File: src/hdl/pva_pkg.sv
// Shared types and constants for the priority voice allocator.
package pva_pkg;

	// Request codes carried on req_type.
	typedef enum logic [1:0] {
		REQ_ACQUIRE  = 2'd0,
		REQ_RELEASE  = 2'd1,
		REQ_TICK     = 2'd2,
		REQ_STOP_ALL = 2'd3
	} req_type_t;

	// Sequencer states.
	typedef enum logic [1:0] {
		ST_IDLE,
		ST_SCAN,
		ST_COMMIT
	} pva_state_t;

	// Priorities stamped on a granted voice.
	localparam logic [1:0] PRIO_ONESHOT = 2'd1;
	localparam logic [1:0] PRIO_LOOP    = 2'd2;

	// Tick counter saturation point.
	localparam logic [31:0] TICK_MAX = 32'hFFFF_FFFF;

	// Per-entry control into the candidate scan unit.
	typedef struct packed {
		logic clear;    // start of a new acquire: drop all candidates
		logic vld;      // entry data is present this cycle
		logic active;   // entry is active
		logic playing;  // entry's sound still plays
	} scan_ctl_t;

	// Candidate flags out of the scan unit.
	typedef struct packed {
		logic free_found;
		logic fin_found;
		logic steal_found;
	} scan_res_t;

endpackage

File: src/hdl/pva_cand_scan.sv
// Candidate tracker: one entry per cycle, keeps first free, first finished and best steal victim.
module pva_cand_scan #(
	parameter int NUM_VOICES = 32
) (
	input  logic                            clk,
	input  logic                            arst_n,
	input  pva_pkg::scan_ctl_t              ctl,
	input  logic [$clog2(NUM_VOICES)-1:0]   idx,
	input  logic [1:0]                      prio,
	input  logic [31:0]                     start_tick,
	input  logic [1:0]                      req_prio,
	output pva_pkg::scan_res_t              res,
	output logic [$clog2(NUM_VOICES)-1:0]   free_idx,
	output logic [$clog2(NUM_VOICES)-1:0]   fin_idx,
	output logic [$clog2(NUM_VOICES)-1:0]   steal_idx
);

	localparam int IW = $clog2(NUM_VOICES);

	pva_pkg::scan_res_t res_q;
	logic [IW-1:0]      free_idx_q;
	logic [IW-1:0]      fin_idx_q;
	logic [IW-1:0]      steal_idx_q;
	logic [1:0]         best_p_q;
	logic [31:0]        best_t_q;

	logic take_free;
	logic take_fin;
	logic take_steal;

	// The one shared comparator: lower priority wins, then the older start.
	always_comb begin
		take_free  = ctl.vld && !res_q.free_found && !ctl.active;
		take_fin   = ctl.vld && !res_q.fin_found && ctl.active && !ctl.playing;
		take_steal = ctl.vld && (prio <= req_prio) &&
		             (!res_q.steal_found || (prio < best_p_q) ||
		              ((prio == best_p_q) && (start_tick < best_t_q)));
	end

	always_ff @(posedge clk or negedge arst_n) begin
		if (!arst_n) begin
			res_q <= '0;
		end else if (ctl.clear) begin
			res_q <= '0;
		end else begin
			if (take_free)  res_q.free_found  <= 1'b1;
			if (take_fin)   res_q.fin_found   <= 1'b1;
			if (take_steal) res_q.steal_found <= 1'b1;
		end
	end

	always_ff @(posedge clk) begin
		if (take_free) free_idx_q <= idx;
		if (take_fin)  fin_idx_q  <= idx;
		if (take_steal) begin
			steal_idx_q <= idx;
			best_p_q    <= prio;
			best_t_q    <= start_tick;
		end
	end

	assign res       = res_q;
	assign free_idx  = free_idx_q;
	assign fin_idx   = fin_idx_q;
	assign steal_idx = steal_idx_q;

endmodule

File: src/hdl/priority_voice_allocator_core.sv
// Priority voice allocator: top level with sequencer, voice state and start/priority memory.
//
// Usage
//   A request transaction is taken at a rising edge with start high and busy low.
//   req_type selects acquire, release, tick or stop all; the other fields ride along.
//   Every request yields exactly one result: done pulses for one cycle with
//   granted, granted_slot, stolen and freed_mask valid in that same cycle.
//   The receiver cannot stall; it must take the result in the done cycle.
// Sequencing
//   Release, tick and stop all finish in the accept cycle: done rises on the
//   next cycle and busy never goes high, so they can follow one per cycle.
//   Acquire scans every voice once through the single compare unit, one entry
//   per cycle from the start/priority memory (registered read port), then
//   writes its pick in the commit state; busy stays high through the scan and
//   the commit, and done follows the commit.
// Reset
//   arst_n clears the active and owned marks, the tick count and the sequencer.
//   The start/priority memory is not cleared; an entry only matters once its
//   voice has been granted, which writes it.
module priority_voice_allocator_core #(
	parameter int NUM_VOICES = 32
) (
	input  logic        clk,
	input  logic        arst_n,
	input  logic        start,
	output logic        busy,
	input  logic [1:0]  req_type,
	input  logic [1:0]  request_priority,
	input  logic        looping,
	input  logic [5:0]  voice_slot,
	input  logic [31:0] playing_mask,
	output logic        done,
	output logic        granted,
	output logic [4:0]  granted_slot,
	output logic        stolen,
	output logic [31:0] freed_mask
);

	localparam int IW = $clog2(NUM_VOICES);
	localparam int CW = $clog2(NUM_VOICES + 1);
	localparam logic [CW-1:0] SCAN_LAST = CW'(NUM_VOICES);
	localparam logic [5:0]    POOL_SIZE = 6'(NUM_VOICES);

	pva_pkg::pva_state_t state_q, state_d;

	// Voice marks live in flops; priority and start tick share one memory word.
	logic [NUM_VOICES-1:0] voice_active_q;
	logic [NUM_VOICES-1:0] voice_owned_q;
	logic [31:0]           tick_q;
	logic [33:0]           voice_mem [NUM_VOICES];
	logic [33:0]           rdata_s1;

	// Request fields held across the acquire scan.
	logic [1:0]            req_prio_q;
	logic                  loop_q;
	logic [NUM_VOICES-1:0] playing_q;

	logic [CW-1:0] cnt_q;
	logic          rd_vld_s1;
	logic [IW-1:0] rd_idx_s1;

	logic          done_q;
	logic          granted_q;
	logic [4:0]    granted_slot_q;
	logic          stolen_q;
	logic [31:0]   freed_mask_q;

	// Sequencer outputs
	logic          accept;
	logic          is_acquire;
	logic          rd_en;
	logic          commit;
	logic [IW-1:0] rd_idx;

	pva_pkg::scan_ctl_t scan_ctl;
	pva_pkg::scan_res_t scan_res;
	logic [IW-1:0]      free_idx;
	logic [IW-1:0]      fin_idx;
	logic [IW-1:0]      steal_idx;

	// Commit decision
	logic                  pick_vld;
	logic [IW-1:0]         pick;
	logic                  pick_freed;
	logic [NUM_VOICES-1:0] pick_onehot;
	logic [1:0]            new_prio;

	// Immediate request results
	logic [NUM_VOICES-1:0] tick_freed;
	logic                  release_ok;

	assign is_acquire = (pva_pkg::req_type_t'(req_type) == pva_pkg::REQ_ACQUIRE);

	// Next state
	always_comb begin
		state_d = state_q;
		unique case (state_q)
			pva_pkg::ST_IDLE: begin
				if (start && is_acquire) state_d = pva_pkg::ST_SCAN;
			end
			pva_pkg::ST_SCAN: begin
				if (cnt_q == SCAN_LAST) state_d = pva_pkg::ST_COMMIT;
			end
			pva_pkg::ST_COMMIT: begin
				state_d = pva_pkg::ST_IDLE;
			end
			default: state_d = pva_pkg::ST_IDLE;
		endcase
	end

	// Sequencer outputs
	always_comb begin
		busy   = 1'b1;
		accept = 1'b0;
		rd_en  = 1'b0;
		commit = 1'b0;
		unique case (state_q)
			pva_pkg::ST_IDLE: begin
				busy   = 1'b0;
				accept = start;
			end
			pva_pkg::ST_SCAN: begin
				rd_en = (cnt_q < SCAN_LAST);
			end
			pva_pkg::ST_COMMIT: begin
				commit = 1'b1;
			end
			default: busy = 1'b1;
		endcase
	end

	assign rd_idx = cnt_q[IW-1:0];

	// Scan entry: issued in the previous cycle, read data now registered.
	always_comb begin
		scan_ctl.clear   = accept && is_acquire;
		scan_ctl.vld     = rd_vld_s1;
		scan_ctl.active  = voice_active_q[rd_idx_s1];
		scan_ctl.playing = playing_q[rd_idx_s1];
	end

	pva_cand_scan #(
		.NUM_VOICES (NUM_VOICES)
	) u_scan (
		.clk        (clk),
		.arst_n     (arst_n),
		.ctl        (scan_ctl),
		.idx        (rd_idx_s1),
		.prio       (rdata_s1[33:32]),
		.start_tick (rdata_s1[31:0]),
		.req_prio   (req_prio_q),
		.res        (scan_res),
		.free_idx   (free_idx),
		.fin_idx    (fin_idx),
		.steal_idx  (steal_idx)
	);

	// Free slot first, then a finished voice, then a steal victim.
	always_comb begin
		pick_vld   = 1'b1;
		pick_freed = 1'b0;
		pick       = free_idx;
		if (scan_res.free_found) begin
			pick = free_idx;
		end else if (scan_res.fin_found) begin
			pick       = fin_idx;
			pick_freed = 1'b1;
		end else if (scan_res.steal_found) begin
			pick       = steal_idx;
			pick_freed = 1'b1;
		end else begin
			pick_vld = 1'b0;
		end
		for (int i = 0; i < NUM_VOICES; i++) begin
			pick_onehot[i] = (pick == IW'(i));
		end
		new_prio = loop_q ? pva_pkg::PRIO_LOOP : pva_pkg::PRIO_ONESHOT;
	end

	assign tick_freed = voice_active_q & ~voice_owned_q & ~playing_mask[NUM_VOICES-1:0];
	assign release_ok = (voice_slot < POOL_SIZE);

	// Start/priority memory: one write port at commit, one registered read port.
	always_ff @(posedge clk) begin
		if (commit && pick_vld) voice_mem[pick] <= {new_prio, tick_q};
		rdata_s1 <= voice_mem[rd_idx];
	end

	// Control state
	always_ff @(posedge clk or negedge arst_n) begin
		if (!arst_n) begin
			state_q        <= pva_pkg::ST_IDLE;
			cnt_q          <= '0;
			rd_vld_s1      <= 1'b0;
			voice_active_q <= '0;
			voice_owned_q  <= '0;
			tick_q         <= '0;
			done_q         <= 1'b0;
		end else begin
			state_q   <= state_d;
			rd_vld_s1 <= rd_en;
			done_q    <= 1'b0;
			if (accept && is_acquire) begin
				cnt_q <= '0;
			end else if (state_q == pva_pkg::ST_SCAN) begin
				cnt_q <= cnt_q + CW'(1);
			end
			if (accept) begin
				unique case (pva_pkg::req_type_t'(req_type))
					pva_pkg::REQ_ACQUIRE: begin
						// result comes after the scan
					end
					pva_pkg::REQ_RELEASE: begin
						done_q <= 1'b1;
						if (release_ok) voice_owned_q[voice_slot[IW-1:0]] <= 1'b0;
					end
					pva_pkg::REQ_TICK: begin
						done_q <= 1'b1;
						if (tick_q != pva_pkg::TICK_MAX) tick_q <= tick_q + 32'd1;
						voice_active_q <= voice_active_q & ~tick_freed;
						voice_owned_q  <= voice_owned_q & ~tick_freed;
					end
					pva_pkg::REQ_STOP_ALL: begin
						done_q <= 1'b1;
						voice_owned_q  <= voice_owned_q & ~voice_active_q;
						voice_active_q <= '0;
					end
					default: done_q <= 1'b1;
				endcase
			end
			if (commit) begin
				done_q <= 1'b1;
				if (pick_vld) begin
					voice_active_q <= voice_active_q | pick_onehot;
					voice_owned_q  <= voice_owned_q | pick_onehot;
				end
			end
		end
	end

	// Held request fields and result payload
	always_ff @(posedge clk) begin
		rd_idx_s1 <= rd_idx;
		if (accept && is_acquire) begin
			req_prio_q <= request_priority;
			loop_q     <= looping;
			playing_q  <= playing_mask[NUM_VOICES-1:0];
		end
		if (accept && !is_acquire) begin
			granted_q      <= 1'b0;
			granted_slot_q <= '0;
			stolen_q       <= 1'b0;
			case (pva_pkg::req_type_t'(req_type))
				pva_pkg::REQ_TICK:     freed_mask_q <= 32'(tick_freed);
				pva_pkg::REQ_STOP_ALL: freed_mask_q <= 32'(voice_active_q);
				default:               freed_mask_q <= '0;
			endcase
		end
		if (commit) begin
			granted_q      <= pick_vld;
			granted_slot_q <= pick_vld ? 5'(pick) : 5'd0;
			stolen_q       <= pick_vld && !scan_res.free_found && !scan_res.fin_found;
			freed_mask_q   <= pick_freed ? 32'(pick_onehot) : 32'd0;
		end
	end

	assign done         = done_q;
	assign granted      = granted_q;
	assign granted_slot = granted_slot_q;
	assign stolen       = stolen_q;
	assign freed_mask   = freed_mask_q;

endmodule
File: config.mk
export PLATFORM = sky130hd
export DESIGN_NAME = priority_voice_allocator_core
export DESIGN_NICKNAME = d
export VERILOG_FILES = /design/src/hdl/pva_pkg.sv /design/src/hdl/pva_cand_scan.sv /design/src/hdl/priority_voice_allocator_core.sv
export SDC_FILE = /design/constraint.sdc
export NUM_CORES = 1
export LEC_CHECK = 0
export BUFFER_PORTS_ARGS = -buffer_cell sky130_fd_sc_hd__buf_2
export CAP_MARGIN = 40
export CORE_ASPECT_RATIO = 1.5
export CORE_MARGIN = 2
export CORE_UTILIZATION = 62
export DETAILED_ROUTE_END_ITERATION = 6
export PLACE_DENSITY = 0.81
export REMOVE_ABC_BUFFERS = 1
export SETUP_SLACK_MARGIN = 0.15
export SYNTH_ARGS = -nofsm -noshare
export SYNTH_HDL_FRONTEND = slang
export SYNTH_SLANG_ARGS = --single-unit
File: constraint.sdc
create_clock -name clk -period 4.05 [get_ports clk]
set_input_delay 0.2025 -clock clk [delete_from_list [all_inputs] [get_ports clk]]
set_output_delay 0.2025 -clock clk [all_outputs]
set_load 0.01 [all_outputs]
# --- Word-level counts from Yosys, hierarchy flattened ---
# Memory sizes are Yosys's and may differ from the RTL's. A register that Yosys moved wholly into a read port is not among the register bits.
# Cells that the tools add are included.
# W data, S select, Z words.
op_classes:
  add_sub_neg: 2
  magnitude_cmp: 8
  n_eq_ne: 41
  n_mux: 51
  bitwise_logic: 13
  reduce_logical: 34
ops:
  columns: ["cell", "n"]
  rows:
  - ["$mux W32", 10]
  - ["$and A32 B32 Y32", 6]
  - ["$not A32 Y32", 5]
  - ["$pmux W32 S2", 2]
  - ["$pmux W32 S3", 1]
  - ["$eq A5 B5 Y1 const B", 16]
  - ["$or A32 B32 Y32", 2]
  - ["$eq A5 B4 Y1 const B", 8]
  - ["$add A32 B1 Y32 const B", 1]
  - ["$lt A32 B32 Y1", 1]
  - ["$ne A32 B32 Y1 const B", 1]
  - ["$mux W5", 6]
  - ["$mux W1", 22]
  - ["$eq A5 B3 Y1 const B", 4]
  - ["$logic_and A1 B1 Y1", 15]
  - ["$lt A5 B6 Y1 const B", 2]
  - ["$lt A6 B6 Y1 const B", 2]
  - ["$mux W6", 2]
  - ["$bmux W1 S5", 2]
  - ["$eq A5 B2 Y1 const B", 2]
  - ["$reduce_bool A2 Y1", 5]
  - ["$add A6 B1 Y6 const B", 1]
  - ["$eq A2 B2 Y1 const B", 3]
  - ["$eq A6 B6 Y1 const B", 1]
  - ["other kinds (18)", 29]
word_totals:
  reg_bits: 237
  mem_bits_rw: 1088
  inputBits: 46
  output_inout_bits: 41
  word_cells: 173
  n_memories: 1
mem_list:
  columns: ["memory", "depth", "width", "rd", "rd_ports_with_merged_regs", "wr", "line_no", "rtl"]
  rows:
  - ["voice_mem", 32, 34, 1, 1, 1, "priority_voice_allocator_core.sv:50", "logic [33:0] voice_mem [NUM_VOICES];"]

# --- Longest topological paths before layout ---
# Gate-level depths: netlist (run 1).
depth:
  depth_word: 11
  mapped_depth: 8
  mapped_depth_nobuf: 8

# --- Cells and area by module ---
# A second synthesis (run 1) with hierarchy kept.
unflattened:
  cells_unflattened: 3029
  hier_area_um2: 53755.3
modules_own_cells:
  columns: ["module", "instances", "cells_each", "area_each_um2", "seq_area_each_um2"]
  rows:
  - ["priority_voice_allocator_core", 1, 2842, 51276.7, 38326.8]
  - ["pva_cand_scan", 1, 187, 2478.6, 1546.5]

# --- Worst setup path before layout (run 1) ---
# Ideal clock, no wire load.
synth_path:
  path_kind: "register to register"
  startpoint: "register u_scan.res_q (netlist bit u_scan.res[1])"
  endpoint: "memory voice_mem[20][0], enable pin"
  setup_ns: 0.428
  t_arrival_ns: 3.078
  setup_slack_ns: 0.543
  path_stages_with_launch: 7
  path_buffers: 2
  synth_period_minus_slack_ns: 3.507
  path_cell_list: "dfrtp_1 nor2b_1 clkbuf_1 a221o_1 or3_1 clkbuf_1 nor2_1"
synth_between:
  elab_chain_cells: 5
  word_cells_on_any_way: 7
synth_rtl:
  columns: ["item", "line_no", "rtl"]
  rows:
  - ["start, declared", "pva_cand_scan.sv:20", "pva_pkg::scan_res_t res_q;"]
  - ["$mux W1", "priority_voice_allocator_core.sv:165", "end else if (scan_res.fin_found) begin"]
  - ["$mux W1", "priority_voice_allocator_core.sv:163", "if (scan_res.free_found) begin"]
  - ["$logic_and A1 B1 Y1", "priority_voice_allocator_core.sv:185", "if (commit && pick_vld) voice_mem[pick] <= {new_prio, tick_q};"]
  - ["$mux W1", "priority_voice_allocator_core.sv:185", null]
  - ["$mux W1 (not written as such)", "priority_voice_allocator_core.sv:185", null]
  - ["end, declared", "priority_voice_allocator_core.sv:50", null]
# Parallel ways exist; a longest one is shown, timed or not.

# --- Final worst setup path (run 1) ---
layout_path:
  startpoint: "register rd_idx_s1[0]"
  endpoint: "register u_scan.fin_idx_q[4] (netlist: u_scan.fin_idx[4]), enable pin"
layout_between:
  elab_chain_cells: 4
  word_cells_on_any_way: 7
layout_rtl:
  columns: ["item", "line_no", "rtl"]
  rows:
  - ["start, declared", "priority_voice_allocator_core.sv:60", "logic [IW-1:0] rd_idx_s1;"]
  - ["start signal, assigned", "priority_voice_allocator_core.sv:243", "rd_idx_s1 <= rd_idx;"]
  - ["$bmux W1 S5 (on tied branches)", "priority_voice_allocator_core.sv:138, priority_voice_allocator_core.sv:139", null]
  - ["$mux W1 (on tied branches)", "priority_voice_allocator_core.sv:138, priority_voice_allocator_core.sv:139", null]
  - ["$logic_and A1 B1 Y1 or $logic_not A1 Y1 (tied branches)", "pva_cand_scan.sv:34", "take_fin = ctl.vld && !res_q.fin_found && ctl.active && !ctl.playing;"]
  - ["$logic_and A1 B1 Y1 *", "pva_cand_scan.sv:34", null]
  - ["via u_scan.take_fin", "pva_cand_scan.sv:28", "logic take_fin;"]
  - ["end signal, assigned", "pva_cand_scan.sv:54", "if (take_fin) fin_idx_q <= idx;"]
  - ["end, declared", "pva_cand_scan.sv:22", "logic [IW-1:0] fin_idx_q;"]
# The timed path passes the listed nets; every way through them passes the cells marked *. The select of a mux whose other input is x is not followed.
# A chain may end at the register's enable or synchronous reset.

==> reports/qor.txt, run 1 <==
TIMING
-----------------------------------------------------------------------------------------
Number of hold violations in the final report ..............................            0
RSZ-0062 raised after global routing .......................................        false
Total setup violations reported at the end of the flow .....................            0
Tcrit/Tclk final ...........................................................        0.855
Max Clock Skew .............................................................    0.0422 ns
Pins over their slew limit .................................................            0
Minimum clock period .......................................................      3.46 ns
Achievable Freq ............................................................      289 MHz
Worst slew slack as a fraction of its limit ................................        0.359
Setup TNS after final layout ...............................................         0 ns
Actual slew at the worst max-slew pin ......................................     0.958 ns

FLOORPLANNING
-----------------------------------------------------------------------------------------
Effective utilization at floorplan .........................................        0.625
Core box area ..............................................................   84700 um^2
Die X ......................................................................       243 um
Top-level I/O count ........................................................           87
Area of the die ............................................................   87800 um^2
Standard-cell rows .........................................................          131
Die outline height .........................................................       362 um

PLACE
-----------------------------------------------------------------------------------------
Routability Congestion .....................................................         1.02
Number of input and output port buffers inserted ...........................           86
Placed cells ...............................................................         3779
Post-detail-place hpwl .....................................................      83.9 mm

CRITICAL PATH
-----------------------------------------------------------------------------------------
Setup slack of the worst register-to-register path .........................      0.59 ns
Cells traversed along the worst timing path ................................ mux4_1 > mux2i_1 > o22ai_1 > or4_4 > nor3_1
Crit path kind .............................................................   reg -> reg
Crit Reg-Reg Endpoint ...................................................... u_scan.fin_idx[4]
Cell with the largest stage delay on the worst path ........................      dfxtp_1
CP max FO ..................................................................           14
Arrival time at the worst endpoint .........................................      3.82 ns
Kind of start point of the critical path ...................................    flip-flop
Worst flop-to-flop path startpoint ......................................... rd_idx_s1[0]
Worst R2R Path Depth .......................................................            5
Largest incremental delay on the critical path .............................      0.78 ns
Required time at the endpoint of the critical path .........................      4.41 ns
Endpoint type of the worst setup path ......................................    flip-flop

POWER AND IR DROP
-----------------------------------------------------------------------------------------
Power density over the cells ...............................................  574 nW/um^2
Overall power consumption ..................................................     0.0345 W
Peak supply drop ...........................................................       548 uV
Leakage dissipation ........................................................      22.2 nW

LOGIC SYNTHESIS
-----------------------------------------------------------------------------------------
Cell accounting for the most synthesized area ..............................     edfxtp_1
Part of the Yosys area used for sequential elements ........................        0.753
Area fraction of the dominant cell type after synthesis ....................        0.687
Synth top cells by count ................................................... edfxtp_1 (1211), mux4_2 (340), dfrtp_1 (109)
EDFF count, synth ..........................................................         1211
Count of different cell masters after synthesis ............................           63
Mean cell area of the mapped netlist .......................................    20.8 um^2
Synthesized cell area ......................................................   52900 um^2
Ranking of synthesized cells by area ....................................... edfxtp_1 (69%), mux4_2 (14%), dfrtp_1 (5.2%), dfxtp_1 (1.5%), o22a_1 (1.0%)
Number of warnings reported in the yosys synthesis log .....................            0
Predominant post-synthesis flop cell .......................................     edfxtp_1
Post-synthesis instance total ..............................................         2542
Most used standard cell by instance count after synthesis ..................     edfxtp_1
Number of register bits inferred by synthesis ..............................         1359
Proportion of register bits with asynchronous set or reset after synthesis .       0.0802

GLOBAL ROUTE
-----------------------------------------------------------------------------------------
First-pass GRT wire length .................................................       218 mm
Largest net degree at the start of global routing ..........................           84
Via count of the first global-routing pass .................................        30.6k
Remaining global-route overflow ............................................            0
Initial antenna violation count ............................................            6
Global router's overall resource usage .....................................        0.354

DETAILED ROUTING
-----------------------------------------------------------------------------------------
Remaining antenna violation count ..........................................            0
Initial DRC Count ..........................................................         4526
Total number of vias .......................................................        29.6k
Total wirelength of the detailed-routed design .............................       153 mm
Vias per std cell ..........................................................         7.33
Routed length per placed instance ..........................................      37.8 um
Number of remaining DRC errors .............................................            4
Router iterations before antenna repair ....................................            7

CLOCK NETWORK
-----------------------------------------------------------------------------------------
Post-cts hold buffer count .................................................           39
Buffers inserted during post-CTS setup optimization ........................            0
Num Clock Sinks ............................................................         1359
Quantity of gates resized following cts ....................................            0
Clock tree from TritonCTS ..................................................          yes
H-tree lvl count ...........................................................            3
Clock tree buffer depth ....................................................            3
Clock-pin slew on the worst setup and hold paths ...........................      0.08 ns
Number of CTS-inserted buffers .............................................          114
Clock tree root driver cell ................................................    clkbuf_16
Insertion delay of the later-clocked pin in the worst-skew pair ............      0.77 ns

CELLS AND AREA
-----------------------------------------------------------------------------------------
Post-Route Utilization .....................................................        0.709
Synthesis-to-layout area growth ............................................        13.6%
Final layout net count .....................................................         2888
Fraction of final layout cells sized beyond drive strength 1 ...............        0.284
Final Non-Filler Cells .....................................................         4036

FLOW RUN
-----------------------------------------------------------------------------------------
# Max-Cap Violations .......................................................            0

HOLD PATH
-----------------------------------------------------------------------------------------
Worst Hold Class ...........................................................  in -> async

STATUS
-----------------------------------------------------------------------------------------
Violations in the final reports ............................................          DRC
Outcome .................................................................... finished, violations left

==> flip-flops by register name, summed over array words and instances, names as in the netlist, 3 cells and up <==
| signal | cells |
|---|---|
| granted_slot | 5 |
| rdata_s1 | 34 |
| tick_q | 32 |
| voice_active_q | 32 |
| u_scan.res | 3 |
| rd_idx_s1 | 5 |
| freed_mask | 32 |
| voice_owned_q | 32 |
| playing_q | 32 |
| u_scan.steal_idx | 5 |
| u_scan.free_idx | 5 |
| voice_mem | 1088 |
| cnt_q | 6 |
| u_scan.fin_idx | 5 |
| u_scan.best_t_q | 32 |
==> cell type report <==
class / instances / area, um^2
well taps: 1130 / 1410
clock buffers: 153 / 3070
repair buffers: 271 / 2320
diodes: 4 / 10.0
multi-input cells: 1012 / 12600
clock inverters: 61 / 638
fillers: 4608 / 24600
flip-flops and latches: 1359 / 39900
inverters: 46 / 173
==> kinds of logic after synthesis <==
| group | count (synthesis) | share of synthesized area |
|---|---|---|
| DFF | 1359 | 0.753 |
| muxes | 402 | 0.159 |
| and+or+nand+nor | 280 | 0.0265 |
| AOI/OAI and AO/OA | 257 | 0.0331 |
| buffers and inverters | 171 | 0.0135 |
| adders and majority gates | 38 | 0.00898 |
| xor gates and xnor gates | 35 | 0.00579 |
==> layer usage <==
layer	up-vias	global-route usage	wire length, um
met2	2755	0.587	76500
met1	15000	0.410	46500
met5	-	0	10
li1	11100	-	-
met4	2	0.270	13900
met3	711	0.0713	15700
==> how the worst max path moves through the flow <==
stage,from,slack (ns),endpoint
floorplan,cnt_q[0],-7.82,rdata_s1[0]
global placement,rd_idx_s1[0],0.70,u_scan.fin_idx[0]
detailed placement,rd_idx_s1[0],0.71,u_scan.fin_idx[2]
CTS,rd_idx_s1[0],0.72,u_scan.fin_idx[2]
global route,u_scan.res[0],0.51,voice_mem[24][23]
finish,rd_idx_s1[0],0.59,u_scan.fin_idx[4]
==> metrics by stage <==
step | cell area, um^2 | worst slack (ns) | hold WS (ns)
after global routing | 60100 | 0.511 | 0.129
after CTS | 60100 | 0.722 | 0.0726
final | 60100 | 0.588 | 0.0783
after floorplan | 52400 | -7.82 | -0.0931
after detailed placement | 56000 | 0.712 | 0.305
after global placement | 55800 | 0.698 | 0.297
==> where the power goes <==
part           internal (W)  switching (W)
clock               0.00595        0.00518
sequential           0.0159       0.000771
combinational       0.00288        0.00384
==> cell usage in the layout, fill, tap and decap left out, types with 39 or more instances in the layout <==
cell type	count
o22a_1	63
a21oi_1	58
inv_1	44
dlygate4sd3_1	39
buf_4	115
edfxtp_1	1211
buf_2	86
dfrtp_1	104
clkbuf_16	116
dfxtp_1	39
o21ai_0	45
nor2_1	73
mux4_2	340
==> worst max-delay path: cells and delay by family (launching register included) <==
family	cells	cell delay [ns]
AO/OA/AOI/OAI	1	0.14
flip-flops	1	0.78
multiplexers	2	0.92
AND/OR/NAND/NOR	2	1.23
Note: power is estimated with default switching activity, not from simulation.
==> run 2, diff against run 1 <==
--- a/config.mk
+++ b/config.mk
@@ -11,9 +11,11 @@
 export CORE_MARGIN = 2
 export CORE_UTILIZATION = 62
 export DETAILED_ROUTE_END_ITERATION = 6
+export MAX_ROUTING_LAYER = met4
 export PLACE_DENSITY = 0.81
 export REMOVE_ABC_BUFFERS = 1
 export SETUP_SLACK_MARGIN = 0.15
+export SLEW_MARGIN = 20
 export SYNTH_ARGS = -nofsm -noshare
 export SYNTH_HDL_FRONTEND = slang
 export SYNTH_SLANG_ARGS = --single-unit
==> constraint.sdc (replaced) <==
create_clock -name clk -period 4.05 [get_ports clk]
set_input_delay 0.405 -clock clk [delete_from_list [all_inputs] [get_ports clk]]
set_output_delay 0.405 -clock clk [all_outputs]
set_load 0.01 [all_outputs]
==> run 2 against run 1 <==
  * Design area is essentially flat
  * Non-clock buffer count shrank 15
  * Core utilization grew 0.066 points
  * Die area is the same
  * Sequential power is essentially flat
  * Critical endpoint is now voice_mem[7][6]
  * Critical path depth is the same
  * Register-to-register slack gained 0.03 ns
  * Maximum frequency grew 0.99%
  * Power shrank 0.49%
  * Largest cell class unchanged
  * Via count shrank 2.4%
  * The run now ends clean
  * Global-route usage grew 0.27 points
==> reports/qor.txt, run 2 (same netlist as run 1, synthesis figures left out) <==
DETAILED ROUTING
------------------------------------------------------------------------------
Remaining antenna violation count ...............................            0   unchanged
Total number of vias ............................................        28.9k   -2.4%
Routed length per placed instance ...............................      37.1 um   -1.9%
Vias per std cell ...............................................         7.18   -2.0%
Initial DRC Count ...............................................         4296   -5.1%
Router iterations before antenna repair .........................            6   -1
Total wirelength of the detailed-routed design ..................       149 mm   -2.3%
Number of remaining DRC errors ..................................            0   -4

GLOBAL ROUTE
------------------------------------------------------------------------------
Global router's overall resource usage ..........................        0.357   +0.00269
First-pass GRT wire length ......................................       213 mm   -2.2%
Largest net degree at the start of global routing ...............          100   +19%
Remaining global-route overflow .................................            0   unchanged
Via count of the first global-routing pass ......................        29.8k   -2.6%
Initial antenna violation count .................................            5   -1

TIMING
------------------------------------------------------------------------------
Total setup violations reported at the end of the flow ..........            0   unchanged
Max Clock Skew ..................................................    0.0286 ns   -0.0136 ns
Actual slew at the worst max-slew pin ...........................     0.898 ns   -0.0593 ns
RSZ-0062 raised after global routing ............................        false
Achievable Freq .................................................      292 MHz   +0.99%
Number of hold violations in the final report ...................            0   unchanged
Tcrit/Tclk final ................................................        0.846   -0.00837
Worst slew slack as a fraction of its limit .....................        0.396   +0.0364
Pins over their slew limit ......................................            0   unchanged
Minimum clock period ............................................      3.43 ns   -0.0339 ns

STATUS
------------------------------------------------------------------------------
Outcome ......................................................... complete, no violations

FLOORPLANNING
------------------------------------------------------------------------------
Area of the die .................................................   87800 um^2   unchanged
Standard-cell rows ..............................................          131   unchanged
Die X ...........................................................       243 um   unchanged
Top-level I/O count .............................................           87   unchanged
Effective utilization at floorplan ..............................        0.625   unchanged
Core box area ...................................................   84700 um^2   unchanged
Die outline height ..............................................       362 um   unchanged

PLACE
------------------------------------------------------------------------------
Post-detail-place hpwl ..........................................      83.2 mm   -0.85%
Placed cells ....................................................         3766   -0.34%
Number of input and output port buffers inserted ................           86   unchanged
Routability Congestion ..........................................        0.959   -6.0%

CLOCK NETWORK
------------------------------------------------------------------------------
Clock tree buffer depth .........................................            3   unchanged
Quantity of gates resized following cts .........................            0   unchanged
Clock tree root driver cell .....................................    clkbuf_16
Clock tree from TritonCTS .......................................          yes
Insertion delay of the later-clocked pin in the worst-skew pair .      0.73 ns   -0.04 ns
Clock-pin slew on the worst setup and hold paths ................      0.07 ns   about the same
Num Clock Sinks .................................................         1359   unchanged
Number of CTS-inserted buffers ..................................          116   +1.8%
H-tree lvl count ................................................            3   unchanged

CELLS AND AREA
------------------------------------------------------------------------------
Flip-flop count of the largest register after layout ............         1088   unchanged
Synthesis-to-layout area growth .................................        13.7%   about the same
Final Non-Filler Cells ..........................................         4020   -0.40%
Fraction of final layout cells sized beyond drive strength 1 ....        0.282   -0.00243
Fillers .........................................................         4669   +1.3%
Final layout net count ..........................................         2875   -0.45%
Leading cell types in the layout, fill and taps excluded ........ edfxtp_1 (1211), mux4_2 (340), clkbuf_16 (118), dfrtp_1 (104), buf_4 (91)
Biggest register ................................................    voice_mem
Commonest non-fill, non-tap cell in the layout ..................     edfxtp_1
Biggest regs .................................................... voice_mem (1088), rdata_s1 (34)

POWER AND IR DROP
------------------------------------------------------------------------------
Power density over the cells ....................................  571 nW/um^2   -0.58%
Peak supply drop ................................................       453 uV   -17%
Overall power consumption .......................................     0.0343 W   -0.49%
Leakage dissipation .............................................      22.2 nW   about the same

CRITICAL PATH
------------------------------------------------------------------------------
Crit path kind ..................................................   reg -> reg
Required time at the endpoint of the critical path ..............      4.47 ns   +0.06 ns
Kind of start point of the critical path ........................    flip-flop
Endpoint type of the worst setup path ...........................    flip-flop
CP max FO .......................................................           22   +8
Setup slack of the worst register-to-register path ..............      0.62 ns   +0.03 ns
Arrival time at the worst endpoint ..............................      3.84 ns   +0.02 ns

FLOW RUN
------------------------------------------------------------------------------
# Max-Cap Violations ............................................            0   unchanged

HOLD PATH
------------------------------------------------------------------------------
Worst Hold Class ................................................  in -> async

run 2: timing repair:
| action | in CTS | in global routing |
|---|---|---|
| hold buffers | 36 | 0 |
| setup buffers | 0 | 0 |
| endpoints found under the hold margin | 93 | 0 |
run 2: layout make-up:
type                            instances  area [um^2]  area share
Sequential cell                      1359        39900       0.663
Multi-Input combinational cell       1012        12600       0.209
Clock buffer                          155         3160      0.0526
Timing Repair Buffer                  256         2350      0.0391
Tap cell                             1130         1410      0.0235
Clock inverter                         60          577     0.00959
Inverter                               46          173     0.00287
Antenna cell                            2         5.00   0.0000832
run 2: path summary, 6_finish.rpt:
check / from / endpoint / cells past startpoint
setup / recovery: u_scan.res[1] / voice_mem[7][6] / 5
min in group clk: voice_slot[0] / voice_owned_q[25] / 3
hold reg to reg: rdata_s1[32] / u_scan.best_p_q[0] / 0
hold / removal: arst_n / voice_active_q[17] / 2
max in group asynchronous: arst_n / cnt_q[1] / 3
setup reg to reg: u_scan.res[1] / voice_mem[7][6] / 5
run 2: where the power goes:
part | internal, W | switching, W
sequential | 0.0159 | 0.000741
combinational | 0.00285 | 0.00370
clock | 0.00607 | 0.00510
run 2: per-layer routing:
| layer | vias up | share of wire | GRT usage |
|---|---|---|---|
| li1 | 11000 | - | - |
| met1 | 14800 | 0.31 | 0.408 |
| met2 | 2397 | 0.51 | 0.589 |
| met3 | 614 | 0.091 | 0.0596 |
| met4 | 0 | 0.081 | 0.234 |
| met5 | - | 0 | - |
run 2: critical path: stages, from the launching register on:
cell      delay, ns
dfrtp_1        0.62
nor2b_1        0.55
a221oi_2       0.22
or3_1          0.75
nor2_4         0.62
buf_12         0.30
run 2: stage by stage:
| step | area (um^2) | hold slack [ns] | TNS, ns | setup WS, ns | util |
|---|---|---|---|---|---|
| after CTS | 60100 | 0.0996 | 0 | 0.741 | 0.710 |
| final | 60200 | 0.0841 | 0 | 0.622 | 0.710 |
| after detailed placement | 56000 | 0.428 | 0 | 0.784 | 0.661 |
| after global routing | 60200 | 0.0823 | 0 | 0.546 | 0.710 |
| after floorplan | 52400 | 0.109 | -332.66 | -7.82 | - |
| after global placement | 55800 | 0.422 | 0 | 0.810 | 0.659 |
